File: src/rtl/rac_pkg.sv
// Shared types, codes and character helpers for the radix accumulator calculator.
`timescale 1ns / 1ps

package rac_pkg;

  typedef enum logic [3:0] {
    OP_NUM    = 4'd0,
    OP_ADD    = 4'd1,
    OP_SUB    = 4'd2,
    OP_MUL    = 4'd3,
    OP_DIV    = 4'd4,
    OP_MOD    = 4'd5,
    OP_CHANGE = 4'd6,
    OP_EQUAL  = 4'd7,
    OP_CLEAR  = 4'd8
  } op_e;

  typedef struct packed {
    logic [3:0] opcode;
    logic [5:0] digit;
    logic       number_start;
    logic       number_end;
    logic [5:0] new_radix;
  } in_t;

  typedef struct packed {
    logic [6:0] char_code;
    logic       last_char;
  } out_t;

  typedef struct packed {
    logic start;
    logic do_div;
  } unit_req_t;

  typedef struct packed {
    logic done;
  } unit_rsp_t;

  localparam logic [5:0] RADIX_RESET = 6'd10;
  localparam logic [5:0] RADIX_MIN   = 6'd2;
  localparam logic [5:0] RADIX_MAX   = 6'd36;
  localparam logic [5:0] DEC_BASE    = 6'd10;
  localparam logic [5:0] MAX_DIGIT   = 6'd35;
  localparam logic [6:0] CHAR_ZERO   = 7'h30;
  localparam logic [6:0] CHAR_ALPHA  = 7'h41;

  function automatic logic [6:0] char_of(input logic [5:0] d);
    logic [5:0] c;
    logic [5:0] lt;
    c  = (d > MAX_DIGIT) ? MAX_DIGIT : d;
    lt = c - DEC_BASE;
    if (c < DEC_BASE) begin
      return CHAR_ZERO + {1'b0, c};
    end else begin
      return CHAR_ALPHA + {1'b0, lt};
    end
  endfunction

endpackage

File: src/rtl/radix_accumulator_calculator.sv
// Top level of the radix accumulator calculator: command sequencer and result channel.
//
// Input channel in_*: one command transaction per item (digit, operator, radix
// change, equal, clear). in_stall_o is high while a command is being worked on.
// Output channel out_*: one transaction per result character, most significant
// digit first; last_char marks the final character of an EQUAL.
// Handling per item:
//   NUM digit without number end, operators, CHANGE, CLEAR: done when accepted.
//   NUM with number end: loads the accumulator when none is held; otherwise ADD/SUB
//   combine directly, MUL/DIV/MOD run in the shared unit (one bit a cycle), and a
//   zero divisor leaves the accumulator unchanged.
//   EQUAL: radix divisions in the shared unit write the digits to the digit RAM, then
//   each character is read through its read port, waiting while out_stall_i holds the output register.
// Up to DIGIT_DEPTH characters per EQUAL. A stalled character stays in the output
// register; the block then waits before loading the next one. The final character
// may wait there while the next command is accepted.
// Reset: accumulator and operand zero, no accumulator held, pending ADD, radix ten,
// output channel empty. The digit RAM is not cleared.
`timescale 1ns / 1ps

module radix_accumulator_calculator #(
  parameter int VALUE_WIDTH = 64,
  parameter int DIGIT_DEPTH = 64
) (
  input  logic         clk_i,
  input  logic         rst_ni,
  input  logic         in_valid_i,
  output logic         in_stall_o,
  input  rac_pkg::in_t in_data_i,
  output logic         out_valid_o,
  input  logic         out_stall_i,
  output rac_pkg::out_t out_data_o
);

  localparam int W  = VALUE_WIDTH;
  localparam int AW = $clog2(DIGIT_DEPTH);

  localparam logic [2:0] S_IDLE  = 3'd0;
  localparam logic [2:0] S_COMB  = 3'd1;
  localparam logic [2:0] S_CWAIT = 3'd2;
  localparam logic [2:0] S_EDIV  = 3'd3;
  localparam logic [2:0] S_EWAIT = 3'd4;
  localparam logic [2:0] S_RADDR = 3'd5;
  localparam logic [2:0] S_RDATA = 3'd6;

  logic [2:0]    state_q, state_d;
  logic [W-1:0]  acc_q, acc_d;
  logic [W-1:0]  opnd_q, opnd_d;
  logic          have_q, have_d;
  logic [2:0]    pend_q, pend_d;
  logic [5:0]    radix_q, radix_d;
  logic [W-1:0]  v_q, v_d;
  logic [AW-1:0] idx_q, idx_d;
  logic          out_valid_q, out_valid_d;
  rac_pkg::out_t out_q, out_d;

  logic                in_acc;
  logic                out_free;
  logic [W-1:0]        opnd_base;
  logic [W+5:0]        mprod;
  logic [W-1:0]        num_val;
  logic [AW:0]         next_cnt;

  rac_pkg::unit_req_t  ureq;
  rac_pkg::unit_rsp_t  ursp;
  logic [W-1:0]        unit_a;
  logic [W-1:0]        unit_b;
  logic [W-1:0]        quo;
  logic [W-1:0]        rem;

  logic                ram_we;
  logic                ram_re;
  logic [5:0]          ram_rdata;

  assign in_stall_o = (state_q != S_IDLE);
  assign in_acc     = in_valid_i && !in_stall_o;
  assign out_free   = !out_valid_q || !out_stall_i;

  assign opnd_base = in_data_i.number_start ? '0 : opnd_q;
  assign mprod     = (W+6)'(opnd_base) * (W+6)'(radix_q);
  assign num_val   = mprod[W-1:0] + {{(W-6){1'b0}}, in_data_i.digit};
  assign next_cnt  = {1'b0, idx_q} + (AW+1)'(1);

  assign unit_a = (state_q == S_COMB) ? acc_q : v_q;
  assign unit_b = (state_q == S_COMB) ? opnd_q : {{(W-6){1'b0}}, radix_q};

  always_comb begin
    state_d     = state_q;
    acc_d       = acc_q;
    opnd_d      = opnd_q;
    have_d      = have_q;
    pend_d      = pend_q;
    radix_d     = radix_q;
    v_d         = v_q;
    idx_d       = idx_q;
    out_valid_d = out_valid_q && out_stall_i;
    out_d       = out_q;
    ureq.start  = 1'b0;
    ureq.do_div = 1'b1;
    ram_we      = 1'b0;
    ram_re      = 1'b0;
    case (state_q)
      S_IDLE: begin
        if (in_acc) begin
          case (in_data_i.opcode)
            rac_pkg::OP_NUM: begin
              opnd_d = num_val;
              if (in_data_i.number_end) begin
                if (!have_q) begin
                  acc_d  = num_val;
                  have_d = 1'b1;
                end else begin
                  state_d = S_COMB;
                end
              end
            end
            rac_pkg::OP_ADD, rac_pkg::OP_SUB, rac_pkg::OP_MUL,
            rac_pkg::OP_DIV, rac_pkg::OP_MOD: begin
              pend_d = in_data_i.opcode[2:0];
            end
            rac_pkg::OP_CHANGE: begin
              if (in_data_i.new_radix >= rac_pkg::RADIX_MIN &&
                  in_data_i.new_radix <= rac_pkg::RADIX_MAX) begin
                radix_d = in_data_i.new_radix;
              end
            end
            rac_pkg::OP_EQUAL: begin
              v_d     = acc_q;
              idx_d   = '0;
              state_d = S_EDIV;
            end
            rac_pkg::OP_CLEAR: begin
              have_d = 1'b0;
            end
            default: begin
            end
          endcase
        end
      end
      S_COMB: begin
        state_d = S_IDLE;
        case (pend_q)
          3'(rac_pkg::OP_ADD): acc_d = acc_q + opnd_q;
          3'(rac_pkg::OP_SUB): acc_d = acc_q - opnd_q;
          3'(rac_pkg::OP_MUL): begin
            ureq.start  = 1'b1;
            ureq.do_div = 1'b0;
            state_d     = S_CWAIT;
          end
          3'(rac_pkg::OP_DIV), 3'(rac_pkg::OP_MOD): begin
            if (opnd_q != '0) begin
              ureq.start = 1'b1;
              state_d    = S_CWAIT;
            end
          end
          default: begin
          end
        endcase
      end
      S_CWAIT: begin
        if (ursp.done) begin
          state_d = S_IDLE;
          case (pend_q)
            3'(rac_pkg::OP_MUL): acc_d = rem;
            3'(rac_pkg::OP_DIV): acc_d = quo;
            3'(rac_pkg::OP_MOD): acc_d = rem;
            default: begin
            end
          endcase
        end
      end
      S_EDIV: begin
        ureq.start = 1'b1;
        state_d    = S_EWAIT;
      end
      S_EWAIT: begin
        if (ursp.done) begin
          ram_we = 1'b1;
          v_d    = quo;
          if (quo != '0 && next_cnt < (AW+1)'(DIGIT_DEPTH)) begin
            idx_d   = next_cnt[AW-1:0];
            state_d = S_EDIV;
          end else begin
            state_d = S_RADDR;
          end
        end
      end
      S_RADDR: begin
        ram_re  = 1'b1;
        state_d = S_RDATA;
      end
      S_RDATA: begin
        if (out_free) begin
          out_valid_d     = 1'b1;
          out_d.char_code = rac_pkg::char_of(ram_rdata);
          out_d.last_char = (idx_q == '0);
          if (idx_q == '0) begin
            state_d = S_IDLE;
          end else begin
            idx_d   = idx_q - AW'(1);
            state_d = S_RADDR;
          end
        end
      end
      default: begin
        state_d = S_IDLE;
      end
    endcase
  end

  always_ff @(posedge clk_i or negedge rst_ni) begin
    if (!rst_ni) begin
      state_q     <= S_IDLE;
      acc_q       <= '0;
      opnd_q      <= '0;
      have_q      <= 1'b0;
      pend_q      <= 3'(rac_pkg::OP_ADD);
      radix_q     <= rac_pkg::RADIX_RESET;
      idx_q       <= '0;
      out_valid_q <= 1'b0;
    end else begin
      state_q     <= state_d;
      acc_q       <= acc_d;
      opnd_q      <= opnd_d;
      have_q      <= have_d;
      pend_q      <= pend_d;
      radix_q     <= radix_d;
      idx_q       <= idx_d;
      out_valid_q <= out_valid_d;
    end
  end

  always_ff @(posedge clk_i) begin
    v_q   <= v_d;
    out_q <= out_d;
  end

  rac_unit #(
    .VALUE_WIDTH(VALUE_WIDTH)
  ) u_unit (
    .clk_i  (clk_i),
    .rst_ni (rst_ni),
    .req_i  (ureq),
    .a_i    (unit_a),
    .b_i    (unit_b),
    .rsp_o  (ursp),
    .quo_o  (quo),
    .rem_o  (rem)
  );

  rac_ram #(
    .WIDTH(6),
    .DEPTH(DIGIT_DEPTH)
  ) u_digits (
    .clk_i   (clk_i),
    .we_i    (ram_we),
    .waddr_i (idx_q),
    .wdata_i (rem[5:0]),
    .re_i    (ram_re),
    .raddr_i (idx_q),
    .rdata_o (ram_rdata)
  );

  assign out_valid_o = out_valid_q;
  assign out_data_o  = out_q;

endmodule

File: src/rtl/rac_ram.sv
// Generic single-write, single-read RAM with registered read data.
`timescale 1ns / 1ps

module rac_ram #(
  parameter int WIDTH = 6,
  parameter int DEPTH = 64
) (
  input  logic                     clk_i,
  input  logic                     we_i,
  input  logic [$clog2(DEPTH)-1:0] waddr_i,
  input  logic [WIDTH-1:0]         wdata_i,
  input  logic                     re_i,
  input  logic [$clog2(DEPTH)-1:0] raddr_i,
  output logic [WIDTH-1:0]         rdata_o
);

  logic [WIDTH-1:0] mem_q [DEPTH];
  logic [WIDTH-1:0] rdata_q;

  always_ff @(posedge clk_i) begin
    if (we_i) begin
      mem_q[waddr_i] <= wdata_i;
    end
    if (re_i) begin
      rdata_q <= mem_q[raddr_i];
    end
  end

  assign rdata_o = rdata_q;

endmodule

File: src/rtl/rac_unit.sv
// Shared bit-serial multiply and divide unit, one bit per cycle.
`timescale 1ns / 1ps

module rac_unit #(
  parameter int VALUE_WIDTH = 64
) (
  input  logic                   clk_i,
  input  logic                   rst_ni,
  input  rac_pkg::unit_req_t     req_i,
  input  logic [VALUE_WIDTH-1:0] a_i,
  input  logic [VALUE_WIDTH-1:0] b_i,
  output rac_pkg::unit_rsp_t     rsp_o,
  output logic [VALUE_WIDTH-1:0] quo_o,
  output logic [VALUE_WIDTH-1:0] rem_o
);

  localparam int W  = VALUE_WIDTH;
  localparam int CW = $clog2(W + 1);

  logic          busy_q, busy_d;
  logic          done_q, done_d;
  logic          div_q, div_d;
  logic [CW-1:0] cnt_q, cnt_d;
  logic [W-1:0]  a_q, a_d;
  logic [W-1:0]  b_q, b_d;
  logic [W-1:0]  r_q, r_d;

  logic [W:0]    opa;
  logic [W:0]    opb;
  logic [W+1:0]  res;
  logic          ge;

  always_comb begin
    if (div_q) begin
      opa = {r_q, a_q[W-1]};
      opb = {1'b0, b_q};
      res = {1'b0, opa} - {1'b0, opb};
    end else begin
      opa = {1'b0, r_q[W-2:0], 1'b0};
      opb = a_q[W-1] ? {1'b0, b_q} : '0;
      res = {1'b0, opa} + {1'b0, opb};
    end
    ge = ~res[W+1];
  end

  always_comb begin
    busy_d = busy_q;
    done_d = 1'b0;
    div_d  = div_q;
    cnt_d  = cnt_q;
    a_d    = a_q;
    b_d    = b_q;
    r_d    = r_q;
    if (req_i.start) begin
      busy_d = 1'b1;
      div_d  = req_i.do_div;
      cnt_d  = CW'(W);
      a_d    = a_i;
      b_d    = b_i;
      r_d    = '0;
    end else if (busy_q) begin
      a_d   = {a_q[W-2:0], div_q & ge};
      cnt_d = cnt_q - CW'(1);
      if (div_q) begin
        r_d = ge ? res[W-1:0] : opa[W-1:0];
      end else begin
        r_d = res[W-1:0];
      end
      if (cnt_q == CW'(1)) begin
        busy_d = 1'b0;
        done_d = 1'b1;
      end
    end
  end

  always_ff @(posedge clk_i or negedge rst_ni) begin
    if (!rst_ni) begin
      busy_q <= 1'b0;
      done_q <= 1'b0;
      div_q  <= 1'b0;
      cnt_q  <= '0;
    end else begin
      busy_q <= busy_d;
      done_q <= done_d;
      div_q  <= div_d;
      cnt_q  <= cnt_d;
    end
  end

  always_ff @(posedge clk_i) begin
    a_q <= a_d;
    b_q <= b_d;
    r_q <= r_d;
  end

  assign rsp_o.done = done_q;
  assign quo_o      = a_q;
  assign rem_o      = r_q;

endmodule

File: config.mk
export PLATFORM = sky130hd
export DESIGN_NAME = radix_accumulator_calculator
export DESIGN_NICKNAME = d
export VERILOG_FILES = /design/src/rtl/rac_pkg.sv /design/src/rtl/radix_accumulator_calculator.sv /design/src/rtl/rac_ram.sv /design/src/rtl/rac_unit.sv
export SDC_FILE = /design/constraint.sdc
export NUM_CORES = 2
export LEC_CHECK = 0
export BUFFER_PORTS_ARGS = -buffer_cell sky130_fd_sc_hd__buf_2
export CAP_MARGIN = 20
export CELL_PAD_IN_SITES_DETAIL_PLACEMENT = 1
export CELL_PAD_IN_SITES_GLOBAL_PLACEMENT = 1
export CORE_AREA = 3 3 349 437
export DETAILED_ROUTE_END_ITERATION = 8
export DIE_AREA = 0 0 352 440
export GPL_ROUTABILITY_DRIVEN = 0
export GPL_TIMING_DRIVEN = 0
export PLACE_DENSITY = 0.73
export SYNTH_ARGS = -nofsm -noshare
export SYNTH_HDL_FRONTEND = slang
export SYNTH_SLANG_ARGS = --single-unit
File: constraint.sdc
create_clock -name clk_i -period 10.2 [get_ports clk_i]
set_input_delay 0 -clock clk_i [delete_from_list [all_inputs] [get_ports clk_i]]
set_output_delay 0 -clock clk_i [all_outputs]
set_load 0.02 [all_outputs]
==> impl_results.md <==
* Result of the run: finished clean
* Total DRC errors in the routed layout at 0
* Via count at 50150
* Nature of the critical path startpoint: flip-flop
* Starting Density at 0.3993
* Slew margin rel. at 0.1778
* Post-detailed-route count of antenna-violating nets at 0
* Final period utilization at 0.8811
* Leakage power at 26.72 nW
* Reg clk slew, reported paths at 0.06 ns
* Routed wire length per instance at 27.49 um
* Total of cells resized after clock tree synthesis at 0
* # nets final at 6857
* Critical R2R Capture: acc_q[53]
* Largest net degree at the start of global routing at 88
* # port buffers at 31
* Instance count after placement with tap cells included at 8145
* Initial antenna violation count at 2
* Count of clock tree sinks at 812
* Number of synthesized flops with an enable pin at 590
* Total number of H-tree levels at 3
* Global-route wire length before repair at 339400 um
* Combined flip-flop and latch cell area at 22970 sq um
* Share of async-settable or async-resettable flops after synthesis at 0.1946
* Setup violation total in the final timing report at 0
* Sequential-to-total area share from yosys stat at 0.3872
* Post-CTS Setup Bufs at 0
* Via/cell ratio at 6.012
* Final hold vios at 0
* Instance count of the mapped netlist at 6097
* End point of the most critical hold path: out_valid_o
* Unrepaired setup endpoints after global routing: false
* Least setup slack across all paths after layout at 1.213 ns
* Overall fraction of global-route tracks in use at 0.2901
* Die Outline Area at 154900 sq um
* Placed wire-length estimate after detailed placement at 180300 um
* Data arrival at the endpoint of the critical path at 9.59 ns
* Final standard cell area without fillers at 65540 sq um
* Post-Syn Area per Cell at 9.723 sq um
* TritonCTS clock tree: yes
* Total of flip-flops plus latches after synthesis at 812
* Root buffer cell: sky130_fd_sc_hd__clkbuf_16
* DR pass1 iterations at 6
* Summed negative setup slack over all endpoints at 0 ns
* Critical path class: reg2reg
* Internal reg-to-reg setup slack at 1.21 ns
* CORE AREA at 148500 sq um
* GR Overflow Total at 0
* Overall die height at 440 um
* Vias in the first global route at 52980
* Number of DRC violations after detailed-routing iteration 0 at 4027
* Cell depth of the worst min-delay path at 4
* Nets in the synthesized netlist at 6688
* Clock latency on the worst-skew pair at 0.74 ns
* Clock buffers created by TritonCTS at 86
* Worst-Margin Slew at 1.233 ns
* Kind of end point of the critical path: flip-flop
* Synthesized area at 59280 sq um
* YS warnings at 0
* Slew Viols, Final at 0
* Hold path start: out_stall_i
* Final standard cell count with taps included and fillers excluded at 8341
* P&R area growth vs syn at 10.57%
* Tightest Hold Check Type: in2reg
* Routed WL at 229300 um
* Max Cap Violations at 0
* CTS Buffer Depth at 3
* Standard-cell row count at 158
* FF-to-FF path depth at 20
* Total power at 20.13 mW
* Most common cell after layout, fill and taps aside: sky130_fd_sc_hd__nand2_1
* Worst Setup Slack post-DPL at 1.386 ns
* Power density over the cells at 307.1 nW/um^2
* Multi-input combinational cell area at 33960 sq um
* Highest fanout seen on the critical path at 10
* Final setup skew at 0.07236 ns
* FF-to-FF Start: radix_q[3]
* Max VDD drop at 0.1489 mV
* Placed Area at 62250 sq um
* Required time worst endpoint at 10.80 ns
* Number of I/O pins at 32
* Share of final-layout standard cells stronger than drive strength 1 at 0.06391
* Maximum clock frequency at 111.3 MHz
* Commonest cells after routing, fill and taps aside: sky130_fd_sc_hd__nand2_1, sky130_fd_sc_hd__edfxtp_1, sky130_fd_sc_hd__nor2_1
* FILL cells at 16810
* Post-layout minimum cycle time at 8.987 ns
* Post-synth cell types at 111
* Chip Width at 352 um
* Top FF cell, synth: sky130_fd_sc_hd__edfxtp_1
worst max path at each step:
stage / start / end / slack (ns) / cells past startpoint
floorplan: radix_q[3] / acc_q[53] / 4.41 / 20
global placement: radix_q[3] / acc_q[53] / 0.97 / 20
detailed placement: radix_q[3] / acc_q[53] / 1.39 / 20
CTS: radix_q[3] / acc_q[53] / 1.33 / 20
global route: radix_q[3] / acc_q[53] / 1.16 / 20
finish: radix_q[3] / acc_q[53] / 1.21 / 20
layer usage:
layer	global-route usage	vias up	routed length, um
met5	0	-	0
met4	0.2150	0	20230
met3	0.03112	682	11520
met2	0.5105	1850	112300
met1	0.3257	25120	85230
li1	-	22490	-
Yosys cell counts (all sizes together), types with 27 or more instances:
cell	n	share of area
nand2	600	0.038
edfxtp	590	0.30
nor2	499	0.032
a21oi	461	0.039
and2	399	0.042
clkbuf	372	0.024
ha	326	0.069
o21ai	272	0.023
fa	243	0.082
a22oi	190	0.024
xnor2	185	0.027
inv	184	0.012
dfrtp	155	0.065
a21o	145	0.018
xor2	124	0.018
a31oi	121	0.013
mux2	110	0.021
nand3	89	0.0076
nor3	83	0.0074
nand4	75	0.0080
dfxtp	64	0.022
o21bai	51	0.0065
a221oi	50	0.0074
mux2i	50	0.0084
a211oi	49	0.0063
buf	44	0.0040
a41oi	42	0.0063
nor4	40	0.0050
nand2b	37	0.0039
nor2b	37	0.0039
o21a	36	0.0046
o22ai	31	0.0033
o211ai	30	0.0040
o31ai	28	0.0038
and3	27	0.0029
worst max-delay path, cell delays in order (launching register included):
cell and delay [ns]:
sky130_fd_sc_hd__dfstp_2 0.70, sky130_fd_sc_hd__nor2b_1 0.64, sky130_fd_sc_hd__clkbuf_1 0.80, sky130_fd_sc_hd__nand2_1 0.18, sky130_fd_sc_hd__fa_1 0.58, sky130_fd_sc_hd__fa_1 0.50
sky130_fd_sc_hd__inv_1 0.05, sky130_fd_sc_hd__fa_1 0.51, sky130_fd_sc_hd__fa_1 0.43, sky130_fd_sc_hd__ha_1 0.37, sky130_fd_sc_hd__a21o_1 0.20, sky130_fd_sc_hd__a21oi_1 0.18
sky130_fd_sc_hd__a31oi_1 0.15, sky130_fd_sc_hd__o31ai_1 0.84, sky130_fd_sc_hd__a21oi_1 0.39, sky130_fd_sc_hd__o31ai_1 0.97, sky130_fd_sc_hd__o21ai_0 0.40, sky130_fd_sc_hd__a31oi_1 0.30
sky130_fd_sc_hd__xor2_1 0.30, sky130_fd_sc_hd__a211oi_1 0.14, sky130_fd_sc_hd__o22a_1 0.23
per-stage QoR:
step	hold WS (ns)	util
final	0.05000	0.4415
after global routing	0.05454	0.4414
after CTS	0.01808	0.4411
after detailed placement	-0.02623	0.4193
after global placement	0.2272	0.4172
after floorplan	-0.2956	-
logic make-up (layout without fill, tap and decap cells):
group	count (synthesis)	after routing	synth area share
multiplexers	160	160	0.02934
flip-flops	812	812	0.3872
AO/OA/AOI/OAI	1663	1663	0.1830
XOR/XNOR	309	309	0.04578
buffers and inverters	603	843	0.03996
AND/OR/NAND/NOR	1981	1981	0.1638
other	0	4	0
adder cells (fa/ha/maj)	569	569	0.1509
cell type report:
class	count	share of cell area
multi-input cells	4682	0.5182
flip-flops and latches	812	0.3504
well taps	2000	0.03818
clock buffers	104	0.03465
plain buffers	419	0.02566
repair buffers	81	0.01208
inverters	184	0.01058
clock inverters	55	0.01010
diodes	4	0.0001527
registers in the layout, indices dropped and copies added (netlist names):
register and cells:
acc_q 64, u_unit.rsp_o 1, u_unit.b_q 64, pend_q 3
idx_q 6, u_digits.mem_q 384, u_unit.busy_q 1, out_data_o 8
u_unit.div_q 1, v_q 64, u_digits.rdata_o 6, out_valid_o 1
u_unit.rem_o 64, u_unit.quo_o 64, radix_q 6, u_unit.cnt_q 7
have_q 1, state_q 3, opnd_q 64
repair_timing:
action | 4_1_cts | 5_1_grt
hold buffers | 29 | 0
endpoints found under the hold margin | 182 | 0
endpoints found under the setup margin | 0 | 0
power breakdown:
group          total, mW  internal, mW  leakage (nW)  switching [mW]
registers           5.46          4.49          7.96           0.979
clock network       3.31          1.84          1.41            1.46
logic               11.4          3.99          17.4            7.37
Note: power is estimated with default switching activity, not from simulation.
